`config.mk`:
```
export PLATFORM = sky130hd
export DESIGN_NAME = gyro_yaw_integrator_unit_flat
export DESIGN_NICKNAME = d
export VERILOG_FILES = /design/src/rtl/gyi_pkg.sv /design/src/rtl/gyi_if.sv /design/src/rtl/gyro_yaw_integrator_unit.sv /design/src/flat_wrapper.sv
export SDC_FILE = /design/constraint.sdc
export NUM_CORES = 2
export LEC_CHECK = 0
export BUFFER_PORTS_ARGS = -buffer_cell sky130_fd_sc_hd__clkbuf_2
export CELL_PAD_IN_SITES_DETAIL_PLACEMENT = 1
export CELL_PAD_IN_SITES_GLOBAL_PLACEMENT = 1
export CORE_MARGIN = 2
export CORE_UTILIZATION = 55
export CTS_CLUSTER_DIAMETER = 150
export DETAILED_ROUTE_END_ITERATION = 16
export GPL_TIMING_DRIVEN = 0
export HOLD_SLACK_MARGIN = 0.15
export PLACE_DENSITY = 0.93
export SLEW_MARGIN = 30
export SYNTH_ARGS = -nofsm -noshare
export SYNTH_HDL_FRONTEND = slang
export SYNTH_SLANG_ARGS = --single-unit
```
`constraint.sdc`:
```
create_clock -name clk -period 21.7 [get_ports clk]
set_input_delay 2.17 -clock clk [delete_from_list [all_inputs] [get_ports clk]]
set_output_delay 2.17 -clock clk [all_outputs]
set_load 0.05 [all_outputs]
```
`src/rtl/gyi_pkg.sv`:
```
`timescale 1ns / 1ps
`default_nettype none
// ----------------------------------------------------------------------------
// gyi_pkg: shared types and constants of the gyro yaw integrator
// Payload types, status codes and register indexes used by the channel
// interfaces and the integrator unit.
// ----------------------------------------------------------------------------
package gyi_pkg;

	// Default number of calibration samples averaged into the bias.
	localparam int CAL_SAMPLES_DEF = 500;

	localparam int RAW_W      = 16;
	localparam int TIME_W     = 32;
	localparam int YAW_W      = 64;
	localparam int DEADBAND_W = 24;
	localparam int INTERVAL_W = 8;
	localparam int CFG_IDX_W  = 2;
	localparam int CFG_DATA_W = 24;

	localparam logic [INTERVAL_W-1:0] MIN_INTERVAL_RST = INTERVAL_W'(4);

	typedef logic signed [RAW_W-1:0]  raw_t;
	typedef logic [TIME_W-1:0]        time_t;
	typedef logic signed [YAW_W-1:0]  yaw_t;
	typedef logic [CFG_IDX_W-1:0]     cfg_idx_t;
	typedef logic [CFG_DATA_W-1:0]    cfg_data_t;

	typedef enum logic [2:0] {
		ST_FIRST    = 3'd0,  // first update, time recorded only
		ST_SKIP     = 3'd1,  // update too soon, skipped
		ST_INTEG    = 3'd2,  // update integrated
		ST_CAL      = 3'd3,  // calibration sample summed
		ST_CAL_DONE = 3'd4   // calibration sample summed, bias latched
	} status_t;

	typedef enum logic [CFG_IDX_W-1:0] {
		REG_DEADBAND     = 2'd0,
		REG_MIN_INTERVAL = 2'd1
	} reg_idx_t;

endpackage

`default_nettype wire

```
`src/rtl/gyi_if.sv`:
```
`timescale 1ns / 1ps
`default_nettype none
// ----------------------------------------------------------------------------
// gyi_if: channel interfaces of the gyro yaw integrator
// Sample request, result request and register write channels, each with
// valid/ready and a source and a sink modport.
// ----------------------------------------------------------------------------
interface gyi_sample_if;
	import gyi_pkg::*;
	logic  valid;
	logic  ready;
	logic  func;
	time_t now_ms;
	raw_t  gyro_raw;
	modport source (output valid, func, now_ms, gyro_raw, input ready);
	modport sink   (input valid, func, now_ms, gyro_raw, output ready);
endinterface

interface gyi_result_if;
	import gyi_pkg::*;
	logic    valid;
	logic    ready;
	yaw_t    yaw_acc;
	status_t status;
	modport source (output valid, yaw_acc, status, input ready);
	modport sink   (input valid, yaw_acc, status, output ready);
endinterface

interface gyi_cfg_if;
	import gyi_pkg::*;
	logic      valid;
	logic      ready;
	cfg_idx_t  index;
	cfg_data_t data;
	modport source (output valid, index, data, input ready);
	modport sink   (input valid, index, data, output ready);
endinterface

`default_nettype wire

```
`src/rtl/gyro_yaw_integrator_unit.sv`:
```
`timescale 1ns / 1ps
`default_nettype none
// ----------------------------------------------------------------------------
// gyro_yaw_integrator_unit: Z-gyro rate integrator with bias calibration
// Sums calibration samples into a bias, then integrates bias-corrected,
// deadbanded rate times elapsed milliseconds into a saturating yaw count.
// ----------------------------------------------------------------------------
//
// Channel   Dir   Handshake     Payload
// sample    in    valid/ready   func, now_ms, gyro_raw
// result    out   valid/ready   yaw_acc, status (one per sample request)
// cfg       in    valid/ready   index, data (0 deadband_scaled, 1 min_interval_ms)
//
// Throughput is one request per clock while results are taken. Every request
// passes an input register (s1), a control/rate stage (s2), a multiply stage
// (s3) and the result register. The pace is set
// by the state loops: calibration sum, bias and last time close in the s1->s2
// step, the yaw accumulator closes in the saturating add into the result
// register. Reset (arst_n low) clears all state, empties the pipe and sets
// min_interval_ms to 4. A stalled result only holds the stages that are
// full; empty stages keep taking requests. cfg.ready is always high.
// ----------------------------------------------------------------------------
module gyro_yaw_integrator_unit #(
	parameter int CAL_SAMPLES = gyi_pkg::CAL_SAMPLES_DEF
) (
	input  wire            clk,
	input  wire            arst_n,
	gyi_sample_if.sink     sample,
	gyi_result_if.source   result,
	gyi_cfg_if.sink        cfg
);
	import gyi_pkg::*;

	// Count width follows the sample count; sums of that many raw samples
	// and raw*CAL_SAMPLES both fit in SUM_W signed bits.
	localparam int CNT_W  = $clog2(CAL_SAMPLES + 1);
	localparam int SUM_W  = RAW_W + CNT_W;
	localparam int RATE_W = SUM_W + 1;
	localparam int CMP_W  = (RATE_W > DEADBAND_W) ? RATE_W : DEADBAND_W;
	localparam int PROD_W = RATE_W + TIME_W + 1;

	localparam logic signed [SUM_W-1:0] CAL_N     = SUM_W'(CAL_SAMPLES);
	localparam logic [CNT_W-1:0]        CNT_LAST  = CNT_W'(CAL_SAMPLES - 1);

	// ------------------------------------------------------------------
	// Configuration registers
	// ------------------------------------------------------------------
	logic [DEADBAND_W-1:0] deadband_q;
	logic [INTERVAL_W-1:0] min_interval_q;

	assign cfg.ready = 1'b1;

	always_ff @(posedge clk or negedge arst_n) begin
		if (!arst_n) begin
			deadband_q     <= '0;
			min_interval_q <= MIN_INTERVAL_RST;
		end else if (cfg.valid) begin
			case (cfg.index)
				REG_DEADBAND:     deadband_q     <= cfg.data[DEADBAND_W-1:0];
				REG_MIN_INTERVAL: min_interval_q <= cfg.data[INTERVAL_W-1:0];
				default: ;  // drop writes beyond the register list
			endcase
		end
	end

	// ------------------------------------------------------------------
	// Pipeline flow control: each stage advances when it is empty or the
	// stage behind it advances.
	// ------------------------------------------------------------------
	logic v_s1, v_s2, v_s3, out_valid_q;
	logic rdy_out, rdy_s3, rdy_s2, rdy_s1;

	assign rdy_out      = !out_valid_q || result.ready;
	assign rdy_s3       = !v_s3 || rdy_out;
	assign rdy_s2       = !v_s2 || rdy_s3;
	assign rdy_s1       = !v_s1 || rdy_s2;
	assign sample.ready = rdy_s1;

	logic adv_s1, adv_s2, adv_s3;
	assign adv_s1 = v_s1 && rdy_s2;  // s1 request is processed into s2
	assign adv_s2 = v_s2 && rdy_s3;
	assign adv_s3 = v_s3 && rdy_out; // s3 request lands in the result register

	always_ff @(posedge clk or negedge arst_n) begin
		if (!arst_n) begin
			v_s1        <= 1'b0;
			v_s2        <= 1'b0;
			v_s3        <= 1'b0;
			out_valid_q <= 1'b0;
		end else begin
			if (rdy_s1)  v_s1        <= sample.valid;
			if (rdy_s2)  v_s2        <= v_s1;
			if (rdy_s3)  v_s3        <= v_s2;
			if (rdy_out) out_valid_q <= v_s3;
		end
	end

	// ------------------------------------------------------------------
	// Stage 1: input register
	// ------------------------------------------------------------------
	logic  func_s1;
	time_t now_s1;
	raw_t  raw_s1;

	always_ff @(posedge clk) begin
		if (rdy_s1 && sample.valid) begin
			func_s1 <= sample.func;
			now_s1  <= sample.now_ms;
			raw_s1  <= sample.gyro_raw;
		end
	end

	// ------------------------------------------------------------------
	// Calibration / timing state and the s1 -> s2 step
	// ------------------------------------------------------------------
	logic signed [SUM_W-1:0] cal_sum_q, bias_sum_q;
	logic [CNT_W-1:0]        cal_count_q;
	time_t                   last_time_q;

	logic signed [SUM_W-1:0]  cal_sum_n, bias_sum_n, raw_ext, scaled;
	logic [CNT_W-1:0]         cal_count_n;
	time_t                    last_time_n, diff;
	logic signed [RATE_W-1:0] rate_raw, rate_n;
	logic [RATE_W-1:0]        rate_mag;
	logic                     in_deadband;
	status_t                  status_n;

	assign raw_ext     = {{CNT_W{raw_s1[RAW_W-1]}}, raw_s1};
	assign scaled      = raw_ext * CAL_N;
	assign rate_raw    = {scaled[SUM_W-1], scaled} - {bias_sum_q[SUM_W-1], bias_sum_q};
	assign rate_mag    = rate_raw[RATE_W-1] ? RATE_W'(-rate_raw) : RATE_W'(rate_raw);
	assign in_deadband = CMP_W'(rate_mag) < CMP_W'(deadband_q);
	assign diff        = now_s1 - last_time_q;

	always_comb begin
		cal_sum_n   = cal_sum_q;
		bias_sum_n  = bias_sum_q;
		cal_count_n = cal_count_q;
		last_time_n = last_time_q;
		rate_n      = '0;
		status_n    = ST_CAL;
		if (!func_s1) begin
			cal_sum_n = cal_sum_q + raw_ext;
			if (cal_count_q == CNT_LAST) begin
				bias_sum_n  = cal_sum_n;
				cal_sum_n   = '0;
				cal_count_n = '0;
				status_n    = ST_CAL_DONE;
			end else begin
				cal_count_n = cal_count_q + CNT_W'(1);
				status_n    = ST_CAL;
			end
		end else if (last_time_q == '0) begin
			last_time_n = now_s1;
			status_n    = ST_FIRST;
		end else if (diff < TIME_W'(min_interval_q)) begin
			status_n = ST_SKIP;
		end else begin
			last_time_n = now_s1;
			rate_n      = in_deadband ? '0 : rate_raw;
			status_n    = ST_INTEG;
		end
	end

	always_ff @(posedge clk or negedge arst_n) begin
		if (!arst_n) begin
			cal_sum_q   <= '0;
			bias_sum_q  <= '0;
			cal_count_q <= '0;
			last_time_q <= '0;
		end else if (adv_s1) begin
			cal_sum_q   <= cal_sum_n;
			bias_sum_q  <= bias_sum_n;
			cal_count_q <= cal_count_n;
			last_time_q <= last_time_n;
		end
	end

	// ------------------------------------------------------------------
	// Stage 2: rate and elapsed time; rate is zero unless integrating
	// ------------------------------------------------------------------
	logic signed [RATE_W-1:0] rate_s2;
	time_t                    diff_s2;
	status_t                  status_s2;

	always_ff @(posedge clk) begin
		if (adv_s1) begin
			rate_s2   <= rate_n;
			diff_s2   <= diff;
			status_s2 <= status_n;
		end
	end

	// ------------------------------------------------------------------
	// Stage 3: yaw increment = rate * elapsed ms
	// ------------------------------------------------------------------
	logic signed [PROD_W-1:0] delta_n, delta_s3;
	status_t                  status_s3;

	assign delta_n = rate_s2 * $signed({1'b0, diff_s2});

	always_ff @(posedge clk) begin
		if (adv_s2) begin
			delta_s3  <= delta_n;
			status_s3 <= status_s2;
		end
	end

	// ------------------------------------------------------------------
	// Result register: saturating accumulate; it is also the yaw state
	// ------------------------------------------------------------------
	yaw_t                   yaw_total_q, yaw_next;
	status_t                status_q;
	logic signed [YAW_W:0]  yaw_sum;

	assign yaw_sum = {yaw_total_q[YAW_W-1], yaw_total_q}
		+ {{(YAW_W + 1 - PROD_W){delta_s3[PROD_W-1]}}, delta_s3};

	always_comb begin
		case (yaw_sum[YAW_W:YAW_W-1])
			2'b01:   yaw_next = {1'b0, {(YAW_W-1){1'b1}}};  // clamp at max
			2'b10:   yaw_next = {1'b1, {(YAW_W-1){1'b0}}};  // clamp at min
			default: yaw_next = yaw_sum[YAW_W-1:0];
		endcase
	end

	always_ff @(posedge clk or negedge arst_n) begin
		if (!arst_n) begin
			yaw_total_q <= '0;
		end else if (adv_s3) begin
			yaw_total_q <= yaw_next;
		end
	end

	always_ff @(posedge clk) begin
		if (adv_s3) begin
			status_q <= status_s3;
		end
	end

	assign result.valid   = out_valid_q;
	assign result.yaw_acc = yaw_total_q;
	assign result.status  = status_q;

	// ------------------------------------------------------------------
	// Assertions
	// ------------------------------------------------------------------
	a_yaw_hold: assert property (@(posedge clk) disable iff (!arst_n)
		!adv_s3 |=> $stable(yaw_total_q))
		else $error("yaw accumulator moved without a request landing");

	a_bias_hold: assert property (@(posedge clk) disable iff (!arst_n)
		!(adv_s1 && !func_s1 && cal_count_q == CNT_LAST) |=> $stable(bias_sum_q))
		else $error("bias changed outside calibration completion");

	a_cnt_range: assert property (@(posedge clk) disable iff (!arst_n)
		cal_count_q <= CNT_LAST)
		else $error("calibration count beyond sample count");

	a_rate_only_integ: assert property (@(posedge clk) disable iff (!arst_n)
		v_s2 && status_s2 != ST_INTEG |-> rate_s2 == '0)
		else $error("nonzero rate carried by a non-integrating request");

endmodule

`default_nettype wire

```
`src/flat_wrapper.sv`:
```
// flat-port wrapper written by rule: the top's interface ports become plain ports
module gyro_yaw_integrator_unit_flat import gyi_pkg::*;
#(
	parameter int CAL_SAMPLES = gyi_pkg::CAL_SAMPLES_DEF
)
  (clk, arst_n, sample_valid, sample_func, sample_now_ms, sample_gyro_raw, sample_ready, result_valid, result_yaw_acc, result_status, result_ready, cfg_valid, cfg_index, cfg_data, cfg_ready);
  gyi_sample_if sample_i ();
  gyi_result_if result_i ();
  gyi_cfg_if cfg_i ();
  input  wire clk;
  input  wire arst_n;
  input wire logic [$bits(sample_i.valid)-1:0] sample_valid;
  input wire logic [$bits(sample_i.func)-1:0] sample_func;
  input wire logic [$bits(sample_i.now_ms)-1:0] sample_now_ms;
  input wire logic [$bits(sample_i.gyro_raw)-1:0] sample_gyro_raw;
  output wire logic [$bits(sample_i.ready)-1:0] sample_ready;
  output wire logic [$bits(result_i.valid)-1:0] result_valid;
  output wire logic [$bits(result_i.yaw_acc)-1:0] result_yaw_acc;
  output wire logic [$bits(result_i.status)-1:0] result_status;
  input wire logic [$bits(result_i.ready)-1:0] result_ready;
  input wire logic [$bits(cfg_i.valid)-1:0] cfg_valid;
  input wire logic [$bits(cfg_i.index)-1:0] cfg_index;
  input wire logic [$bits(cfg_i.data)-1:0] cfg_data;
  output wire logic [$bits(cfg_i.ready)-1:0] cfg_ready;
  assign sample_i.valid = sample_valid;
  assign sample_i.func = sample_func;
  assign sample_i.now_ms = sample_now_ms;
  assign sample_i.gyro_raw = sample_gyro_raw;
  assign sample_ready = sample_i.ready;
  assign result_valid = result_i.valid;
  assign result_yaw_acc = result_i.yaw_acc;
  assign result_status = result_i.status;
  assign result_i.ready = result_ready;
  assign cfg_i.valid = cfg_valid;
  assign cfg_i.index = cfg_index;
  assign cfg_i.data = cfg_data;
  assign cfg_ready = cfg_i.ready;
  gyro_yaw_integrator_unit #(.CAL_SAMPLES(CAL_SAMPLES)) u_core (.clk(clk), .arst_n(arst_n), .sample(sample_i), .result(result_i), .cfg(cfg_i));
endmodule
```
==> impl_metrics.tcl <==
set metrics [dict create \
    hold_viol 0 \
    crit_slowest_cell "fa_1" \
    relSlewSlack_pct 23.4 \
    synth_edf_count 175 \
    layout.nets 7237 \
    cts_setup_buffers 0 \
    tritoncts "yes" \
    wirelength_mm 210 \
    maxCapViolations 0 \
    grt_pass1_wl_mm 315 \
    num_rows 113 \
    end_kind "register" \
    synth.cell_area_mm2 0.0523 \
    worstMarginPinSlew_ns 1.15 \
    fp.dieH_um 312 \
    clk_latency_ns 0.64 \
    cts-htree-levels 2 \
    core_mm2 0.0946 \
    synth_nets 7035 \
    fin_util_pct 59.7 \
    clockBufferDepth 3 \
    crit_cells 39 \
    wl_met1_mm 68.3 \
    synth.yosys.seq_area_share_pct 19.2 \
    avgViaCountPerCell 6.39 \
    cp_max_fo 10 \
    synthArstFlopShare_pct 52.2 \
    r2r_slack_ns 10.68 \
    required_ns 22.04 \
    wl_met3_mm 18.8 \
    finalCritPeriodShare_pct 50.8 \
    cts.clk_slew.worst_paths_ns 0.07 \
    yosys_warnings 0 \
    setup_viol_count_final 0 \
    setup_tns_ns 0 \
    synthTopCellsByArea "fa_1 (30%), ha_1 (11%), edfxtp_1 (10%)" \
    drc_errors 0 \
    grt_pass1_vias 52258 \
    cp.arrival_ns 11.36 \
    cp_slowest_stage_delay_ns 0.60 \
    port_buffers 148 \
    die_area_mm2 0.0976 \
    final_max_slew_viol_count 0 \
    ant_nets 0 \
    cts_made_buffers 45 \
    dr.pass1.iters 8 \
    synth.distinct_cells 104 \
    die_w_um 312 \
    grt_max_degree 77 \
    status "completed" \
    io_pins 150 \
    cts_root_buf "clkbuf_16" \
    whs_path_depth 0 \
    wl_per_cell_um 29.1 \
    critPathBufInv 8 \
    hold_buffers 0 \
    antenna_found_initial 11 \
    grt.total_usage_pct 43.2 \
    syn2layout_area_growth_pct 7.92 \
    reg2reg_depth 39 \
    hold_class "register to register" \
    drt_iter0_markers 3920 \
    vias 46081 \
    rsz0062_at_grt "no" \
    synth_cells 5706 \
    grt_remaining_overflow 0 \
    clock_skew_ns 0.0412 \
    start_util_pct 55.3 \
    timing.hold.ws_ns 0.436 \
    path_class "register to register" \
    crit_path_frequent_cell "inv_1" \
    numClockSinks 366 \
    synth_area_leader_cell "fa_1" \
    ys.flop_type "dfrtp_1" \
    synthDominantCellAreaShare_pct 29.8 \
    cts_resized 0 \
    hpwl_mm 164 \
    dr_wl_met2_mm 99.9 \
    min_period_ns 11.02 \
    critPathLaunchType "register" \
    top_layer "met5" \
    gp_congestion 1.00 \
    syn_area_per_cell_um2 9.17 \
    crit_family "compound AO/OA/AOI/OAI gates" \
    fmax_mhz 90.8 \
    drive_gt1_share_pct 5.67 \
    synth-seq-cells 366 \
]
registers in the layout, summed over array words and instances, names as in the netlist, 3 cells and up:
register / count
u_core.min_interval_q: 8
u_core.result.yaw_acc: 64
u_core.rate_s2: 26
u_core.last_time_q: 32
u_core.status_s3: 3
u_core.deadband_q: 24
u_core.bias_sum_q: 25
u_core.result.status: 3
u_core.delta_s3: 59
u_core.status_s2: 3
u_core.now_s1: 32
u_core.cal_sum_q: 25
u_core.raw_s1: 16
u_core.diff_s2: 32
u_core.cal_count_q: 9
cells in the mapped netlist, drive strengths merged, types with 57 or more instances:
master	n
xor2	75
nand3	85
clkbuf	224
nand2b	60
a21oi	276
o21ai	229
ha	470
nor3	57
xnor2	139
and2	250
nor2	169
nand2	844
dfrtp	190
inv	993
edfxtp	175
fa	779
a21o	97
worst reg2reg max path: cells and delay by family (launching register included):
family | cells | cell delay [ns]
AOI/OAI and AO/OA | 15 | 4.32
DFF | 1 | 0.55
xor gates and xnor gates | 2 | 0.53
adders and majority gates | 7 | 2.92
buffers and inverters | 8 | 1.61
and+or+nand+nor | 7 | 0.83
through the flow:
stage               cells  instance area, µm²  setup slack (ns)
global placement     7119               54700             11.95
floorplan            5706               52300             13.42
finish               7216               56500             10.68
detailed placement   7126               54800             11.52
global route         7212               56500             10.36
CTS                  7210               56400             11.16
per-layer routing:
metal | track usage (%) | vias up
met2 | 71.6 | 2766
met5 | 0 | -
met4 | 38.6 | 8
met1 | 45.8 | 23263
met3 | 10.5 | 1269
li1 | - | 18775
cell families after synthesis:
kind of cell             synth area share (%)
AO/OA/AOI/OAI                            11.7
XOR/XNOR                                 3.58
adder cells (fa/ha/maj)                  41.0
buffers and inverters                    9.03
flip-flops                               19.2
multiplexers                            0.351
other                                 0.00717
AND/OR/NAND/NOR                          15.1
area by class of cell:
type / instances / area (µm²)
clock buffers: 62 / 1310
clock inverters: 22 / 317
well taps: 1265 / 1580
plain buffers: 252 / 1020
fillers: 10889 / 38100
diodes: 6 / 15.0
flip-flops and latches: 366 / 10000
repair buffers: 155 / 877
multi-input cells: 4095 / 37600
inverters: 993 / 3730
worst paths after layout:
path | startpoint | endpoint
worst max-delay path | u_core.raw_s1[4]$_DFFE_PP_ | u_core.rate_s2[6]$_SDFFCE_PP0P_
worst min register to register | u_core.status_s3[0]$_DFFE_PP_ | u_core.result.status[0]$_DFFE_PP_
worst max register to register | u_core.raw_s1[4]$_DFFE_PP_ | u_core.rate_s2[6]$_SDFFCE_PP0P_
max in group asynchronous | arst_n | u_core.deadband_q[22]$_DFFE_PN0P_
min in group asynchronous | arst_n | u_core.result.yaw_acc[24]$_DFFE_PN0P_
worst min-delay path | u_core.status_s3[0]$_DFFE_PP_ | u_core.result.status[0]$_DFFE_PP_
placed cells by master, fill, tap and decap left out, types with 33 or more instances in the layout:
cell type / instances
inv_1: 992
nand2_1: 843
fa_1: 779
ha_1: 470
a21oi_1: 274
and2_1: 247
o21ai_0: 225
clkbuf_1: 218
dfrtp_1: 190
edfxtp_1: 175
nor2_1: 169
clkbuf_2: 163
xnor2_1: 139
a21o_1: 96
nand3_1: 85
xor2_1: 75
nand2b_1: 60
nor3_1: 49
clkbuf_16: 49
o211ai_1: 46
nor2b_1: 38
o21a_1: 35
nand4_1: 35
a22oi_1: 33
Power is left out: the tool's default activity adds up to more than one toggle a clock period on the data nets, which glitch-free logic cannot reach.
